## src/rtl/rbpt_pkg.sv

```systemverilog
// ----------------------------------------------------------------------------
// rbpt_pkg
// Shared types and constants of the red blob proximity tracker.
// ----------------------------------------------------------------------------
package rbpt_pkg;

	// fixed field widths
	localparam int SIZE_W   = 21;
	localparam int RADIUS_W = 10;
	localparam int COLOR_W  = 8;

	localparam logic [SIZE_W-1:0]   SIZE_MAX     = {SIZE_W{1'b1}};
	localparam logic [RADIUS_W-1:0] RADIUS_RESET = RADIUS_W'(50);
	localparam logic [COLOR_W-1:0]  RED_FULL     = COLOR_W'(255);

	// item kinds on the input channel
	typedef enum logic {
		OP_PIXEL = 1'b0,
		OP_EOF   = 1'b1
	} op_t;

	// control word that travels with a beat down the cell chain
	typedef struct packed {
		logic valid;
		logic eof;
		logic claimed;
	} ctl_t;

endpackage

```

## src/rtl/rbpt_tail.sv

```systemverilog
// ----------------------------------------------------------------------------
// rbpt_tail
// End of the cell chain: notes pixels that found no free slot and turns an
// end-of-frame beat into the registered result beat.
// ----------------------------------------------------------------------------
module rbpt_tail #(
	parameter int COORD_BITS = 10,
	parameter int CNT_W      = 6
) (
	input  logic                         clk,
	input  logic                         arst_n,
	input  rbpt_pkg::ctl_t               ctl_i,
	input  logic [COORD_BITS-1:0]        best_row_i,
	input  logic [COORD_BITS-1:0]        best_col_i,
	input  logic [rbpt_pkg::SIZE_W-1:0]  best_size_i,
	input  logic [CNT_W-1:0]             best_cnt_i,
	input  logic                         out_stall,
	output logic                         adv,
	output logic                         out_valid,
	output logic                         found,
	output logic [COORD_BITS-1:0]        start_row,
	output logic [COORD_BITS-1:0]        start_col,
	output logic [rbpt_pkg::SIZE_W-1:0]  pixel_count,
	output logic [CNT_W-1:0]             cluster_count,
	output logic                         overflow
);
	import rbpt_pkg::*;

	logic                  ovf_q;
	logic                  out_valid_q;
	logic                  found_q;
	logic [COORD_BITS-1:0] start_row_q;
	logic [COORD_BITS-1:0] start_col_q;
	logic [SIZE_W-1:0]     pixel_count_q;
	logic [CNT_W-1:0]      cluster_count_q;
	logic                  overflow_q;
	logic                  eof_here;
	logic                  load;
	logic                  lost_pix;

	// hold the chain while a report waits for a full output register
	always_comb begin
		eof_here = ctl_i.valid && ctl_i.eof;
		adv      = !(eof_here && out_valid_q && out_stall);
		load     = eof_here && adv;
		lost_pix = ctl_i.valid && !ctl_i.eof && !ctl_i.claimed;
	end

	// table overflow flag and output valid
	always_ff @(posedge clk or negedge arst_n) begin
		if (!arst_n) begin
			ovf_q       <= 1'b0;
			out_valid_q <= 1'b0;
		end else begin
			if (load) begin
				ovf_q <= 1'b0;
			end else if (lost_pix) begin
				ovf_q <= 1'b1;
			end
			if (load) begin
				out_valid_q <= 1'b1;
			end else if (!out_stall) begin
				out_valid_q <= 1'b0;
			end
		end
	end

	// result beat
	always_ff @(posedge clk) begin
		if (load) begin
			found_q         <= (best_cnt_i != '0);
			start_row_q     <= best_row_i;
			start_col_q     <= best_col_i;
			pixel_count_q   <= best_size_i;
			cluster_count_q <= best_cnt_i;
			overflow_q      <= ovf_q;
		end
	end

	assign out_valid     = out_valid_q;
	assign found         = found_q;
	assign start_row     = start_row_q;
	assign start_col     = start_col_q;
	assign pixel_count   = pixel_count_q;
	assign cluster_count = cluster_count_q;
	assign overflow      = overflow_q;

endmodule

```

## config.mk

```make
export PLATFORM = sky130hd
export DESIGN_NAME = rbpt_tail
export DESIGN_NICKNAME = d
export VERILOG_FILES = /design/src/rtl/rbpt_pkg.sv /design/src/rtl/rbpt_tail.sv
export SDC_FILE = /design/constraint.sdc
export NUM_CORES = 1
export LEC_CHECK = 0
export ABC_AREA = 0
export BUFFER_PORTS_ARGS = -buffer_cell sky130_fd_sc_hd__buf_4
export CORE_ASPECT_RATIO = 1.2
export CORE_MARGIN = 4
export CORE_UTILIZATION = 40
export CTS_BUF_LIST = sky130_fd_sc_hd__clkbuf_8
export CTS_CLUSTER_SIZE = 14
export DETAILED_ROUTE_END_ITERATION = 10
export HOLD_SLACK_MARGIN = 0.12
export PLACE_DENSITY = 0.77
export SYNTH_ARGS = -nofsm -noshare
export SYNTH_HDL_FRONTEND = slang
export SYNTH_SLANG_ARGS = --single-unit
```

## constraint.sdc

```tcl
create_clock -name clk -period 2.9 [get_ports clk]
set_input_delay 0.58 -clock clk [delete_from_list [all_inputs] [get_ports clk]]
set_output_delay 0.58 -clock clk [all_outputs]
set_load 0.01 [all_outputs]
```

After elaboration in Yosys (flattened, before gate mapping)
Cells that the tools add are included.

Equality and inequality tests: 1. Multiplexer cells: 4. Reductions and logical operators: 11.

Operators with widths (count): 1-bit logical AND (6); 6-bit nonzero test (1); 1-bit 2-to-1 mux (4); 1-bit zero test (3); 2-bit by 1-bit != test with 1-bit output (second input constant) (1); 2-bit nonzero test (1).

Register bits: 51. Bits of input ports: 53. Output and inout bits: 51. Logic and storage cells: 24.

Logic depth before layout (Yosys ltp)
Depth after elaboration: 6. Depth in mapped cells: 3.

Worst setup path after synthesis
OpenSTA, ideal clock, no wires.

Path type: in2reg. Start: input port out_stall. End: register cluster_count_q[0] (netlist: cluster_count[0]) (enable). Setup time: 425 ps. Arrival: 2047 ps. Data required time: 2475 ps. Path slack: 427 ps. Stages on the path: 1. Buffers on the path: 0. Path through: a21oi_2.

Longest elaborated chain between the ends: 3.

RTL lines: start, declared (RTL line rbpt_tail.sv:17) `input logic out_stall,`; 1-bit logical AND (RTL line rbpt_tail.sv:44) `adv = !(eof_here && out_valid_q && out_stall);`; 1-bit zero test (RTL line rbpt_tail.sv:44); 1-bit logical AND (RTL line rbpt_tail.sv:45) `load = eof_here && adv;`; end signal, assigned (RTL line rbpt_tail.sv:75) `cluster_count_q <= best_cnt_i;`; end, declared (RTL line rbpt_tail.sv:35) `logic [CNT_W-1:0] cluster_count_q;`.

No other way between the ends. A chain may end at the register's enable or synchronous reset.

Worst setup path after layout
Start: register out_valid_q (netlist: out_valid). End: output port adv.

Longest elaborated chain between the ends: 3.

RTL lines: start, declared (RTL line rbpt_tail.sv:30) `logic out_valid_q;`; start signal, assigned (RTL line rbpt_tail.sv:53) `out_valid_q <= 1'b0;`; start signal, assigned (RTL line rbpt_tail.sv:61) `out_valid_q <= 1'b1;`; start signal, assigned (RTL line rbpt_tail.sv:63) `out_valid_q <= 1'b0;`; 1-bit logical AND (2 in a row) (RTL line rbpt_tail.sv:44); 1-bit zero test (RTL line rbpt_tail.sv:44); end, declared (RTL line rbpt_tail.sv:18) `output logic adv,`.

No other way between the ends.

==> out/qor.yml <==
die:
  num_rows: 24
  core_area_um2: 3720
  die_x_um: 65.5
  die_h_um: 77.0
  initial_core_util_pct: 42.7
  dieArea_um2: 5050
  num_io_pins: 104
logic_synthesis:
  syn_area_um2: 1590
  yosys_warnings: 0
  ys_async_sr_fraction_pct: 3.92
  syn_nets: 116
  yosysSeqAreaShare_pct: 95.7
  ys_top_cells_by_count: "edfxtp_1 (49), nand2_1 (3), dfrtp_1 (2)"
  synth_top_area_share_pct: 92.6
  synth.avg_cell_area_um2: 25.2
  synth_cell_types: 12
  ys.flop_type: "edfxtp_1"
  synth_area_leaders: "edfxtp_1 (93%), dfrtp_1 (3.1%), nand2_1 (0.71%)"
  yosys_register_bits: 51
  synth.most_common_cell: "edfxtp_1"
  synth-edff-count: 49
  synthCells: 63
  synth_top_cell_by_area: "edfxtp_1"
sta:
  slew_viol_final: 0
  skew_ps: 5.35
  timing.final.crit_share_pct: 55.4
  rsz0062_at_grt: "false"
  hold_viol: 0
  worst_slew_pin_slew_ps: 610
  fin_ws_ps: 1290
  fin_tns_setup_ps: 0
  max_freq_mhz: 622
  setup_viol: 0
  slew_headroom_pct: 59.3
  min_period_ps: 1610
global_routing:
  grt_pass1_vias: 1078
  grt_antenna_before_repair: 0
  grt_pass1_wl_um: 5380
  grt_remaining_overflow: 0
  track_usage_pct: 14.9
  grt_max_degree: 51
drt:
  drt_iter0_markers: 22
  avgViaCountPerCell: 4.37
  vias: 996
  post-route-drc-count: 0
  drtPass1Iterations: 3
  routed_wl_um: 3810
  wire_per_inst_um: 16.7
  ant_nets: 0
clocking:
  root_buffer: "clkbuf_8"
  clk_pin_slew_ps: 90
  numCtsBuffers: 5
  cts.sinks: 51
  clock_latency_ps: 300
  cts_tree: "yes"
  cts.path.max_buffers: 2
  cts_max_level: 2
worst_setup_path:
  end_kind: "output pin"
  timing.rr.start: "out_valid"
  reg2reg_to: "pixel_count[14]"
  reg2reg_slack_ps: 1400
  critical_path_class: "reg -> out"
  r2r_cells: 2
  arrival_ps: 1030
  crit_required_ps: 2320
  start_kind: "flip-flop"
  critPathMaxFanout: 4
power_and_ir_drop:
  total_power_uw: 1370
  leakage_uw: 0.00106
  vdd_drop_max_mv: 0.399
  power_density_nw_per_um2: 542
layout:
  area_delta_synth_final_pct: 59.6
  nets: 228
  fin_cells: 228
  fillers: 269
  seq_area_um2: 1520
  drive_above_1_share_pct: 65.3
  antenna_cells: 0
  post-route-util_pct: 68.1
  multi_input_area_um2: 71.3
place:
  dp_cells: 219
  dp_hpwl_um: 2970
  portBuffers: 103
  gp_congestion: 0.707
  place_ws_ps: 1150
status:
  status: "finished, final reports clean"
run:
  cap_violations: 0
worst_hold_path:
  hp-class: "in -> reg"
  hold_end: "start_row[0]"
  holdCritStartpoint: "best_row_i[0]"
  holdPathStages: 1
report_power, final:
part	internal [µW]	leakage (µW)	total (µW)	switching, µW
Combinational	82.4	0.000530	141	58.5
Sequential	846	0.000481	857	11.4
Clock	165	0.0000477	376	211
flip-flops by register name, indices dropped and copies added (netlist names):
| register | count |
|---|---|
| start_row | 10 |
| pixel_count | 21 |
| start_col | 10 |
| found | 1 |
| out_valid | 1 |
| overflow | 1 |
| cluster_count | 6 |
| ovf_q | 1 |
critical path, stage by stage (launching register included):
cell and delay [ps]:
dfrtp_1 460, nand4_1 120, buf_4 150
kinds of logic (layout without fill, tap and decap cells):
family	count (synthesis)	count (layout)	synth area share (%)
DFF	51	51	95.7
and+or+nand+nor	9	9	3.15
AOI/OAI and AO/OA	2	2	0.866
buffers and inverters	1	114	0.236
routing by layer:
metal / vias up / share of wire [%] / global-route usage, %
li1: 468 / - / -
met1: 485 / 29 / 11.9
met2: 39 / 64 / 31.0
met3: 4 / 5.6 / 2.78
met4: 0 / 1.7 / 8.09
met5: - / 0 / 0
cell type report:
class                      count  area share [%]
tap                           52            2.57
multi-input combinational     11            2.81
clock inverter                 3           0.592
clock buffer                   5            2.71
inverter                       1           0.148
timing repair buffer         105            31.2
sequential                    51            60.0
how the worst max path moves through the flow:
stage	depth (start not counted)	end	from
after floorplan	1	cluster_count[0]	out_stall
after global placement	4	start_col[0]	ctl_i[1]
after detailed placement	4	pixel_count[5]	ctl_i[1]
after CTS	2	adv	out_valid
after global routing	2	adv	out_valid
final	2	adv	out_valid
metrics by stage:
step	cell area, µm²	hold WS (ps)
floorplan	1590	284
global placement	2440	364
detailed placement	2440	365
CTS	2540	446
global route	2540	439
finish	2540	453
cell usage in the layout, fill, tap and decap left out:
cell type | synthesis | routed
nor2_1 | 1 | 1
nand2_2 | 1 | 1
a21oi_1 | 1 | 1
clkinv_2 | 0 | 3
nor2b_1 | 1 | 1
dlygate4sd3_1 | 0 | 1
nand4_1 | 1 | 1
nand2_1 | 3 | 3
clkbuf_8 | 0 | 5
nor4_1 | 1 | 1
buf_4 | 0 | 104
nor3_2 | 1 | 1
dfrtp_1 | 2 | 2
a21oi_4 | 0 | 1
edfxtp_1 | 49 | 49
inv_1 | 1 | 1
repair_timing:
item / in CTS / in global routing
buffers inserted: 0 / 0
endpoints found under the setup margin: 0 / 0
hold buffers: 1 / 0
hold endpoints to repair: 2 / 0
gates resized for setup: 0 / 0
Note: power is estimated with default switching activity, not from simulation.
