## src/rtl/rbpt_pkg.sv

```systemverilog
// ----------------------------------------------------------------------------
// rbpt_pkg
// Shared types and constants of the red blob proximity tracker.
// ----------------------------------------------------------------------------
package rbpt_pkg;

	// fixed field widths
	localparam int SIZE_W   = 21;
	localparam int RADIUS_W = 10;
	localparam int COLOR_W  = 8;

	localparam logic [SIZE_W-1:0]   SIZE_MAX     = {SIZE_W{1'b1}};
	localparam logic [RADIUS_W-1:0] RADIUS_RESET = RADIUS_W'(50);
	localparam logic [COLOR_W-1:0]  RED_FULL     = COLOR_W'(255);

	// item kinds on the input channel
	typedef enum logic {
		OP_PIXEL = 1'b0,
		OP_EOF   = 1'b1
	} op_t;

	// control word that travels with a beat down the cell chain
	typedef struct packed {
		logic valid;
		logic eof;
		logic claimed;
	} ctl_t;

endpackage

```

## src/rtl/rbpt_cell.sv

```systemverilog
// ----------------------------------------------------------------------------
// rbpt_cell
// One cluster slot of the tracker chain. Holds one cluster entry, matches
// or opens it for passing pixels, and folds itself into a passing
// end-of-frame beat before clearing.
// ----------------------------------------------------------------------------
module rbpt_cell #(
	parameter int COORD_BITS = 10,
	parameter int CNT_W      = 6
) (
	input  logic                           clk,
	input  logic                           arst_n,
	input  logic                           adv,
	input  logic [rbpt_pkg::RADIUS_W-1:0]  radius,
	input  rbpt_pkg::ctl_t                 ctl_i,
	input  logic [COORD_BITS-1:0]          row_i,
	input  logic [COORD_BITS-1:0]          col_i,
	input  logic [COORD_BITS-1:0]          best_row_i,
	input  logic [COORD_BITS-1:0]          best_col_i,
	input  logic [rbpt_pkg::SIZE_W-1:0]    best_size_i,
	input  logic [CNT_W-1:0]               best_cnt_i,
	output rbpt_pkg::ctl_t                 ctl_o,
	output logic [COORD_BITS-1:0]          row_o,
	output logic [COORD_BITS-1:0]          col_o,
	output logic [COORD_BITS-1:0]          best_row_o,
	output logic [COORD_BITS-1:0]          best_col_o,
	output logic [rbpt_pkg::SIZE_W-1:0]    best_size_o,
	output logic [CNT_W-1:0]               best_cnt_o
);
	import rbpt_pkg::*;

	localparam int CMP_W = (COORD_BITS > RADIUS_W) ? COORD_BITS : RADIUS_W;

	// entry storage
	logic                  valid_q;
	logic [COORD_BITS-1:0] start_row_q;
	logic [COORD_BITS-1:0] start_col_q;
	logic [COORD_BITS-1:0] last_row_q;
	logic [COORD_BITS-1:0] last_col_q;
	logic [SIZE_W-1:0]     size_q;

	// beat handed to the next cell
	ctl_t                  ctl_q;
	logic [COORD_BITS-1:0] row_q;
	logic [COORD_BITS-1:0] col_q;
	logic [COORD_BITS-1:0] best_row_q;
	logic [COORD_BITS-1:0] best_col_q;
	logic [SIZE_W-1:0]     best_size_q;
	logic [CNT_W-1:0]      best_cnt_q;

	logic [COORD_BITS-1:0] drow;
	logic [COORD_BITS-1:0] dcol;
	logic                  hit;
	logic                  is_pix;
	logic                  is_eof;
	logic                  join_here;
	logic                  open_here;
	logic                  take_best;

	// distance check against the last pixel of this cluster
	always_comb begin
		drow = (last_row_q >= row_i) ? (last_row_q - row_i) : (row_i - last_row_q);
		dcol = (last_col_q >= col_i) ? (last_col_q - col_i) : (col_i - last_col_q);
		hit  = valid_q
			&& (CMP_W'(drow) <= CMP_W'(radius))
			&& (CMP_W'(dcol) <= CMP_W'(radius));
	end

	always_comb begin
		is_pix    = adv && ctl_i.valid && !ctl_i.eof;
		is_eof    = adv && ctl_i.valid && ctl_i.eof;
		join_here = is_pix && !ctl_i.claimed && hit;
		open_here = is_pix && !ctl_i.claimed && !valid_q;
		take_best = valid_q && ((best_cnt_i == '0) || (size_q > best_size_i));
	end

	// entry valid bit
	always_ff @(posedge clk or negedge arst_n) begin
		if (!arst_n) begin
			valid_q <= 1'b0;
		end else if (is_eof) begin
			valid_q <= 1'b0;
		end else if (open_here) begin
			valid_q <= 1'b1;
		end
	end

	// entry payload
	always_ff @(posedge clk) begin
		if (open_here) begin
			start_row_q <= row_i;
			start_col_q <= col_i;
			last_row_q  <= row_i;
			last_col_q  <= col_i;
			size_q      <= SIZE_W'(1);
		end else if (join_here) begin
			last_row_q <= row_i;
			last_col_q <= col_i;
			if (size_q != SIZE_MAX) begin
				size_q <= size_q + SIZE_W'(1);
			end
		end
	end

	// control of the outgoing beat
	always_ff @(posedge clk or negedge arst_n) begin
		if (!arst_n) begin
			ctl_q <= '0;
		end else if (adv) begin
			ctl_q.valid   <= ctl_i.valid;
			ctl_q.eof     <= ctl_i.eof;
			ctl_q.claimed <= ctl_i.claimed || (!ctl_i.eof && (hit || !valid_q));
		end
	end

	// payload of the outgoing beat
	always_ff @(posedge clk) begin
		if (adv) begin
			row_q <= row_i;
			col_q <= col_i;
			if (ctl_i.eof && take_best) begin
				best_row_q  <= start_row_q;
				best_col_q  <= start_col_q;
				best_size_q <= size_q;
			end else begin
				best_row_q  <= best_row_i;
				best_col_q  <= best_col_i;
				best_size_q <= best_size_i;
			end
			best_cnt_q <= best_cnt_i + CNT_W'(valid_q);
		end
	end

	assign ctl_o       = ctl_q;
	assign row_o       = row_q;
	assign col_o       = col_q;
	assign best_row_o  = best_row_q;
	assign best_col_o  = best_col_q;
	assign best_size_o = best_size_q;
	assign best_cnt_o  = best_cnt_q;

endmodule

```

## config.mk

```make
export PLATFORM = sky130hd
export DESIGN_NAME = rbpt_cell
export DESIGN_NICKNAME = d
export VERILOG_FILES = /design/src/rtl/rbpt_pkg.sv /design/src/rtl/rbpt_cell.sv
export SDC_FILE = /design/constraint.sdc
export NUM_CORES = 1
export LEC_CHECK = 0
export BUFFER_PORTS_ARGS = -buffer_cell sky130_fd_sc_hd__buf_2
export CELL_PAD_IN_SITES_DETAIL_PLACEMENT = 0
export CELL_PAD_IN_SITES_GLOBAL_PLACEMENT = 1
export CORE_UTILIZATION = 48
export CTS_CLUSTER_SIZE = 16
export DETAILED_ROUTE_END_ITERATION = 12
export HOLD_SLACK_MARGIN = 0.05
export PLACE_DENSITY_LB_ADDON = 0.1
export SYNTH_ARGS = -nofsm -noshare
export SYNTH_HDL_FRONTEND = slang
export SYNTH_SLANG_ARGS = --single-unit
```

## constraint.sdc

```tcl
create_clock -name clk -period 14.34 [get_ports clk]
set_input_delay 1.434 -clock clk [delete_from_list [all_inputs] [get_ports clk]]
set_output_delay 1.434 -clock clk [all_outputs]
set_load 0.02 [all_outputs]
```

==> Yosys cells after proc, flatten, opt, wreduce, memory -nomap -nowiden <==
Cells that the tools add are included.
{ "totals": {"register_bits": 132, "out_inout_bits": 70} }
{ "classes": {"add_sub_neg": 6, "magnitude_cmp": 5, "eq_ne": 1, "muxes": 11, "n_reduce_logical": 21} }
{ "op_table": {"columns": ["op", "count"], "rows": [
  ["two-way mux 10 bit", 8],
  ["subtractor 10 bit", 4],
  ["adder 21 x 1 -> 21 bit, second input constant", 1],
  ["> comparator 21 bit", 1],
  ["two-way mux 21 bit", 1],
  ["inequality test 21 bit, second input constant", 1],
  ["greater-or-equal comparator 10 bit", 2],
  ["<= comparator 10 bit", 2],
  ["logical AND 1 bit", 11],
  ["adder 6 x 1 -> 6 bit", 1],
  ["zero test 6 bit", 1],
  ["nonzero test 2 bit", 2],
  ["zero test 1 bit", 3],
  ["logical OR 1 bit", 3],
  ["two-way mux 1 bit", 2],
  ["AND reduction 2 bit", 1]
]} }

==> Logic depth before layout (Yosys ltp) <==
Gate-level depths: netlist (run 1).
{ "logic_depth": {"depth_word": 8, "ltp_mapped": 20} }

==> Least setup slack after synthesis (run 1) <==
OpenSTA, ideal clock, no wires.
{ "synth_path": {"kind": "input to register", "startpoint": "input port col_i[3]", "endpoint": "register last_col_q[0] (enable)", "arrival_time_ps": 5668, "required_ps": 13941, "setup_slack_ps": 8273, "path_stages": 17, "path_buffers": 2, "cell_sequence": "inv_1 > ha_1 > buf_2 > a21oi_1 > a31oi_1 > o41ai_4 > buf_6 > nand3b_1 > o31ai_1 > xnor2_1 > ha_1 > a21o_1 > a21o_1 > a221o_1 > o21ai_0 > a21boi_0 > nor2b_1"} }
{ "synth_between": {"elab_chain_len": 6} }
{ "synth_rtl": {"columns": ["element", "line_no", "text"], "rows": [
  ["start, declared", "rbpt_cell.sv:17", "input logic [COORD_BITS-1:0] col_i,"],
  ["subtractor 10 bit / greater-or-equal comparator 10 bit (equally long branches)", "rbpt_cell.sv:63", "dcol = (last_col_q >= col_i) ? (last_col_q - col_i) : (col_i - last_col_q);"],
  ["two-way mux 10 bit *", "rbpt_cell.sv:63", null],
  ["<= comparator 10 bit *", "rbpt_cell.sv:66", "&& (CMP_W'(dcol) <= CMP_W'(radius));"],
  ["logical AND 1 bit *", "rbpt_cell.sv:66", null],
  ["logical AND 1 bit *", "rbpt_cell.sv:72", "join_here = is_pix && !ctl_i.claimed && hit;"],
  ["nonzero test 2 bit (no line) *", null, null],
  ["end signal, assigned", "rbpt_cell.sv:94", "last_col_q <= col_i;"],
  ["end signal, assigned", "rbpt_cell.sv:98", "last_col_q <= col_i;"],
  ["end, declared", "rbpt_cell.sv:39", "logic [COORD_BITS-1:0] last_col_q;"]
]} }
Mark *: on every way between the ends. The rest lies on a longest branch, timed or not.
A chain may end at the register's enable or synchronous reset.

==> Worst setup path after layout (run 1) <==
{ "layout_path": {"startpoint": "input port col_i[3]", "endpoint": "register last_col_q[6] (enable)"} }
Same word-level chain as after synthesis.

==> results of run 1 <==
==> power by group <==
group | switching, mW | internal (mW)
sequential | 0.0101 | 0.439
clock | 0.168 | 0.313
combinational | 0.111 | 0.0749
total | 0.289 | 0.826
==> worst max-delay path, stage by stage <==
cell and delay, ps:
buf_2 120, inv_1 50, ha_1 410, a21oi_1 270, a31oi_1 180, o41ai_4 860
nand3b_1 160, o31ai_1 130, xnor2_1 160, ha_1 260, a21o_1 180, a21o_1 170
a221o_1 360, o21ai_0 590, a21boi_0 280, nor2b_2 1010
==> synth_stat cells (7+ instances only) <==
library cell,instances
a21o_1,16
a21oi_1,32
a31oi_1,9
and3_1,9
clkbuf_1,12
dfxtp_1,21
edfxtp_1,107
ha_1,82
inv_1,80
mux2_2,45
mux2i_1,27
nand2_1,38
nand3_1,26
nand4_1,15
nor2_1,18
nor2b_1,9
nor3_1,24
o21a_1,7
o21ai_0,16
or2_2,19
xnor2_1,9
xor2_1,10
==> cell families (layout without fill, tap and decap cells) <==
family | after synthesis | after routing | synth area share, %
multiplexers | 72 | 72 | 9.732
flip-flops | 132 | 132 | 46.76
XOR/XNOR | 19 | 19 | 2.084
AO/OA/AOI/OAI | 115 | 115 | 9.810
buffers and inverters | 105 | 267 | 5.626
AND/OR/NAND/NOR | 181 | 181 | 12.13
adder cells (fa/ha/maj) | 86 | 86 | 13.85
==> metal layers <==
metal / vias up / global-route usage, % / share of wire [%]
met2: 151 / 35.61 / 50
met1: 2764 / 26.07 / 44
met4: 0 / 8.993 / 2.0
li1: 2890 / - / -
met3: 31 / 5.090 / 4.7
met5: - / 0 / 0
==> through the flow <==
step / setup WS (ps) / cell area (um^2) / hold WS (ps) / util [%] / power (mW)
2_1_floorplan: 8273 / 7984 / 468.8 / - / 0.5818
3_3_place_gp: 7473 / 8894 / 486.5 / 55.38 / 0.6368
3_5_place_dp: 7271 / 8894 / 496.6 / 55.38 / 0.6422
4_1_cts: 7749 / 9542 / 510.5 / 59.42 / 1.126
5_1_grt: 7203 / 9542 / 521.0 / 59.42 / 1.162
6_report: 7739 / 9542 / 509.2 / 59.42 / 1.115
==> layout make-up <==
class	count	area [um^2]	area share (%)
sequential	132	3734	39.13
multi-input combinational	473	3804	39.86
inverter	80	300.3	3.147
tap	216	270.3	2.832
clock buffer	19	442.9	4.642
timing repair buffer	155	785.8	8.235
clock inverter	13	205.2	2.151
==> worst paths after layout <==
check                           endpoint  slack, ps
max                        last_col_q[6]       7740
min                             ctl_o[1]        510
max reg2reg                last_col_q[6]       8470
min reg2reg                     ctl_o[1]        510
max in group asynchronous       ctl_o[2]      13410
min in group asynchronous       ctl_o[1]        800
==> flow_metrics.py, run 1 <==
metrics = {
    "run_status": {
        "outcome": "finished clean",
    },
    "min_path": {
        "hold_depth": 1,
        "hold_path.class": "flop to flop",
        "worstHoldStart": "ctl_o[1]",
    },
    "cells_and_area": {
        "layout-drive-gt1-share_pct": 29.36,
        "area_growth_pct": 19.51,
        "nNetsFinal": 1028,
        "final_common_cell": "buf_2",
        "antennaDiodeCount": 0,
        "fin_cells": 1088,
        "final_cell_mix": "buf_2, edfxtp_1, ha_1",
        "nFillCells": 1353,
    },
    "placement": {
        "portBuffers": 152,
        "dpl.cell_count": 1056,
        "gp_congestion": 0.8529,
        "hpwl_um": 12580,
    },
    "yosys": {
        "syn_nets": 879,
        "async_flop_share_pct": 3.030,
        "synth-edff-count": 107,
        "yosysTopAreaCellShare_pct": 40.24,
        "syn_inst": 710,
        "syn_avg_cell_area_um2": 11.24,
        "netlist_top_cells_area": "edfxtp_1, ha_1, mux2_2",
        "yosysWarnings": 0,
        "ys_seq_area_share_pct": 46.76,
        "ys_seq_elements": 132,
        "yosysUniqueCellTypes": 56,
        "yosysTopAreaCell": "edfxtp_1",
        "syn_area_um2": 7984,
        "synth_ff_type": "edfxtp_1",
    },
    "drt": {
        "drc": 0,
        "drt_wl_total_um": 17280,
        "first_pass_iters": 4,
        "vias": 5836,
        "postRouteAntennaNets": 0,
        "drt_iter0_drc": 353,
        "wl_per_cell_um": 15.89,
        "vias_per_cell": 5.364,
    },
    "die": {
        "die-area_um2": 17150,
        "pin_count": 153,
        "fp-row-count": 46,
        "die_h_um": 131.0,
        "die_x_um": 131.0,
        "initial_core_util_pct": 49.72,
        "core_area_um2": 16060,
    },
    "sta": {
        "clock.fmax_ghz": 0.1515,
        "tns_ps": 0,
        "relSlewSlack_pct": 17.59,
        "clock_skew_ps": 5.415,
        "rsz0062_at_grt": "no",
        "period_share_pct": 46.04,
        "worst_slew_pin_slew_ps": 1231,
        "min_period_ps": 6602,
        "maxSlewViolCount": 0,
        "hold_viol": 0,
        "setup-violations-final": 0,
    },
    "worst_setup_path": {
        "worstSetupPathType": "primary input to flop",
        "crit_start": "col_i[3]",
        "start_kind": "primary input",
        "crit_arrival_ps": 6640,
        "path_max_fanout": 20,
        "rr_startpoint": "last_col_q[0]",
        "r2r_cells": 17,
        "cp.required_ps": 14380,
        "cp-end-kind": "flop",
    },
    "clock_network": {
        "cts_made_buffers": 17,
        "cts_hold_buf": 0,
        "cts_tree": "yes",
        "cts.sinks": 132,
        "clockBufferDepth": 2,
        "cts_root_buf": "clkbuf_16",
        "postCtsSetupRepairBufs": 0,
        "htree_levels": 4,
        "cts_resized": 0,
        "clkLatencyLatePin_ps": 420,
        "clkSlewWorstSetupHoldPaths_ps": 60,
    },
    "job": {
        "cap_violations": 0,
    },
    "pwr": {
        "ir_drop_mv": 0.08020,
        "power.density_nw_per_um2": 116.9,
        "leakage_nw": 4.295,
    },
    "global_routing": {
        "grt-ovfl-total": 0,
        "grt_pass1_vias": 5634,
        "grt_start_max_net_pins": 42,
        "grt_pass1_wl_um": 27550,
        "antenna_found_initial": 0,
        "grt_usage_pct": 21.21,
    },
}
No activity file was read; power rests on OpenSTA's default activity.
==> inputs of run 2 (changes only) <==
--- a/config.mk
+++ b/config.mk
@@ -5,10 +5,11 @@
 export SDC_FILE = /design/constraint.sdc
 export NUM_CORES = 1
 export LEC_CHECK = 0
+export ABC_AREA = 1
 export BUFFER_PORTS_ARGS = -buffer_cell sky130_fd_sc_hd__buf_2
 export CELL_PAD_IN_SITES_DETAIL_PLACEMENT = 0
 export CELL_PAD_IN_SITES_GLOBAL_PLACEMENT = 1
-export CORE_UTILIZATION = 48
+export CORE_UTILIZATION = 38
 export CTS_CLUSTER_SIZE = 16
 export DETAILED_ROUTE_END_ITERATION = 12
 export HOLD_SLACK_MARGIN = 0.05
==> constraint.sdc (replaced) <==
create_clock -name clk -period 5.6 [get_ports clk]
set_input_delay 0.56 -clock clk [delete_from_list [all_inputs] [get_ports clk]]
set_output_delay 0.56 -clock clk [all_outputs]
set_load 0.02 [all_outputs]
==> run 2 against run 1 <==
  * Register-to-register slack lost 7400 ps
  * Flip-flop and latch count is the same
  * Highest routed layer is now met5
  * Via count grew 16%
  * Clock skew grew 3.5 ps
  * Power grew 150%
  * Largest power group is now registers
  * Clock-buffer cell count shrank 1
  * First-iteration DRC count grew 4.0%
  * Sequential share of layout area shrank 1.5 points
==> flow_metrics.py, run 2 <==
metrics = {
    "die": {
        "core_area_um2": 21220,
        "die_h_um": 149.9,
        "pin_count": 153,
        "fp-row-count": 53,
        "die-area_um2": 22480,
        "initial_core_util_pct": 39.19,
        "die_x_um": 149.9,
    },
    "clock_network": {
        "clockBufferDepth": 2,
        "cts.sinks": 132,
        "clkSlewWorstSetupHoldPaths_ps": 60,
        "cts_made_buffers": 17,
        "cts_tree": "yes",
        "clkLatencyLatePin_ps": 410,
        "cts_root_buf": "clkbuf_16",
        "cts_resized": 0,
        "postCtsSetupRepairBufs": 0,
        "htree_levels": 4,
    },
    "min_path": {
        "hold_depth": 1,
        "hold_path.class": "primary input to flop",
        "holdPathEnd": "last_row_q[4]",
        "worstHoldStart": "row_i[4]",
    },
    "sta": {
        "worst_slew_pin_slew_ps": 1119,
        "period_share_pct": 80.10,
        "clock.fmax_ghz": 0.2229,
        "min_period_ps": 4486,
        "finalWorstSetupSlack_ps": 1114,
        "tns_ps": 0,
        "rsz0062_at_grt": "no",
        "hold_viol": 0,
        "setup-violations-final": 0,
        "clock_skew_ps": 8.887,
        "relSlewSlack_pct": 25.35,
        "maxSlewViolCount": 0,
    },
    "worst_setup_path": {
        "cp_slowest_stage_delay_ps": 550,
        "cp.required_ps": 5840,
        "r2r_slack_ps": 1110,
        "start_kind": "flop",
        "crit_chain": "inv_1, ha_1, inv_1, fa_1, nand3_1, nand3_1, nor2_1, inv_1, nand2_1, a21oi_1, nor2_1, inv_1, ha_1, nand2_1, nor2_1, nand4_1, nand2_1, nand2_1, nor2_2, buf_4, nand3_2, nand2_1, a21oi_1",
        "rr_startpoint": "last_col_q[0]",
        "path_max_fanout": 23,
        "crit_top_cell": "nand2_1",
        "crit_arrival_ps": 4720,
        "cp-end-kind": "flop",
        "r2r_cells": 23,
        "cpMaxStageDelayCell": "nor2_1",
        "r2r_end": "size_q[3]",
        "worstSetupPathType": "flop to flop",
    },
    "yosys": {
        "synth_commonest_cells": "nand2_1, inv_1, edfxtp_1, ha_1, a21oi_1",
        "yosysTopAreaCellShare_pct": 38.64,
        "yosysTopAreaCell": "edfxtp_1",
        "async_flop_share_pct": 3.030,
        "post-synth-top-count-cell": "nand2_1",
        "ys_seq_area_share_pct": 44.90,
        "synth_ff_type": "edfxtp_1",
        "ys_seq_elements": 132,
        "yosysUniqueCellTypes": 38,
        "netlist_top_cells_area": "edfxtp_1, ha_1, nand2_1",
        "yosysWarnings": 0,
        "syn_avg_cell_area_um2": 8.617,
        "syn_area_um2": 8315,
        "syn_nets": 1134,
        "syn_inst": 965,
        "synth-edff-count": 107,
    },
    "pwr": {
        "leakage_nw": 4.819,
        "ir_drop_mv": 0.1787,
        "power.density_nw_per_um2": 275.9,
    },
    "global_routing": {
        "grt-ovfl-total": 0,
        "grt_start_max_net_pins": 63,
        "grt_pass1_wl_um": 33880,
        "grt_pass1_vias": 6804,
        "grt_usage_pct": 19.60,
        "antenna_found_initial": 1,
    },
    "drt": {
        "drt_iter0_drc": 367,
        "wl_per_cell_um": 14.95,
        "drc": 0,
        "vias_per_cell": 4.820,
        "vias": 6753,
        "postRouteAntennaNets": 0,
        "drt_wl_total_um": 20950,
        "first_pass_iters": 5,
    },
    "run_status": {
        "outcome": "finished clean",
    },
    "placement": {
        "portBuffers": 152,
        "gp_congestion": 0.8356,
        "preCtsSetupSlack_ps": 748.8,
        "hpwl_um": 15830,
    },
    "cells_and_area": {
        "area_growth_pct": 19.37,
        "antennaDiodeCount": 0,
        "final_cell_mix": "nand2_1, buf_2, inv_1",
        "layout-drive-gt1-share_pct": 17.76,
        "nNetsFinal": 1283,
        "final_common_cell": "nand2_1",
    },
    "job": {
        "cap_violations": 0,
    },
}
## run 2: cell types whose count changed after synthesis, sizes merged, moves of 23 or more
cell / change
nand4: +23
nand2: +223
inv: +53
a21oi: +35
mux2: -45
mux2i: -26
nand3: +40
nor2: +35
## run 2: power breakdown
group	internal [mW]	leakage, nW	switching [mW]
clock network	0.698	0.286	0.432
logic	0.162	3.30	0.302
registers	1.12	1.24	0.0238
total	1.98	4.82	0.757
## run 2: cell type report
cell class | instances | area, um^2
clock buffers | 18 | 429.2
flip-flops and latches | 132 | 3734
clock inverters | 13 | 160.2
well taps | 275 | 344.1
inverters | 134 | 503.0
repair buffers | 162 | 840.8
multi-input cells | 667 | 3915
fillers | 2149 | 11290
## run 2: logic make-up after synthesis
family | after synthesis | synth area share, %
DFF | 132 | 44.90
muxes | 1 | 0.1204
xor gates and xnor gates | 37 | 3.897
adders and majority gates | 86 | 13.30
AOI/OAI and AO/OA | 113 | 7.478
and+or+nand+nor | 430 | 22.22
buffers and inverters | 166 | 8.080
## run 2: how the worst max path moves through the flow
stage | end | slack [ps] | startpoint | depth (start not counted)
finish | size_q[3] | 1110 | last_col_q[0] | 23
global route | size_q[19] | 600 | last_col_q[7] | 23
CTS | size_q[3] | 1080 | last_col_q[0] | 23
detailed placement | size_q[3] | 750 | col_i[7] | 23
global placement | size_q[11] | 800 | col_i[5] | 26
floorplan | last_col_q[0] | 1660 | row_i[6] | 21
## run 2: repair_timing
item / in CTS / in global routing
hold buffers: 1 / 0
endpoints found under the setup margin: 0 / 0
endpoints found under the hold margin: 4 / 0
## run 2: critical path: cells and delay by family (launching register included)
kind	cells	cell delay [ps]
compound gates	2	140
fa+ha+maj	3	860
buf+inv	5	690
flops	1	400
simple gates	13	2190
## run 2: layer usage
metal	vias up	share of wire, %	global-route usage [%]
li1	3515	-	-
met4	2	1.8	6.212
met3	25	2.9	3.384
met1	3097	44	23.64
met2	114	51	35.19
met5	-	0.062	0
## run 2: per-stage QoR
step	hold slack (ps)	util (%)	cells	power (mW)	area (um^2)
2_1_floorplan	264.4	-	965	1.465	8315
6_report	386.5	46.77	1401	2.738	9926
3_5_place_dp	374.9	43.95	1369	1.633	9326
3_3_place_gp	374.2	43.95	1369	1.631	9326
5_1_grt	376.2	46.77	1401	2.875	9926
4_1_cts	376.0	46.77	1401	2.771	9926
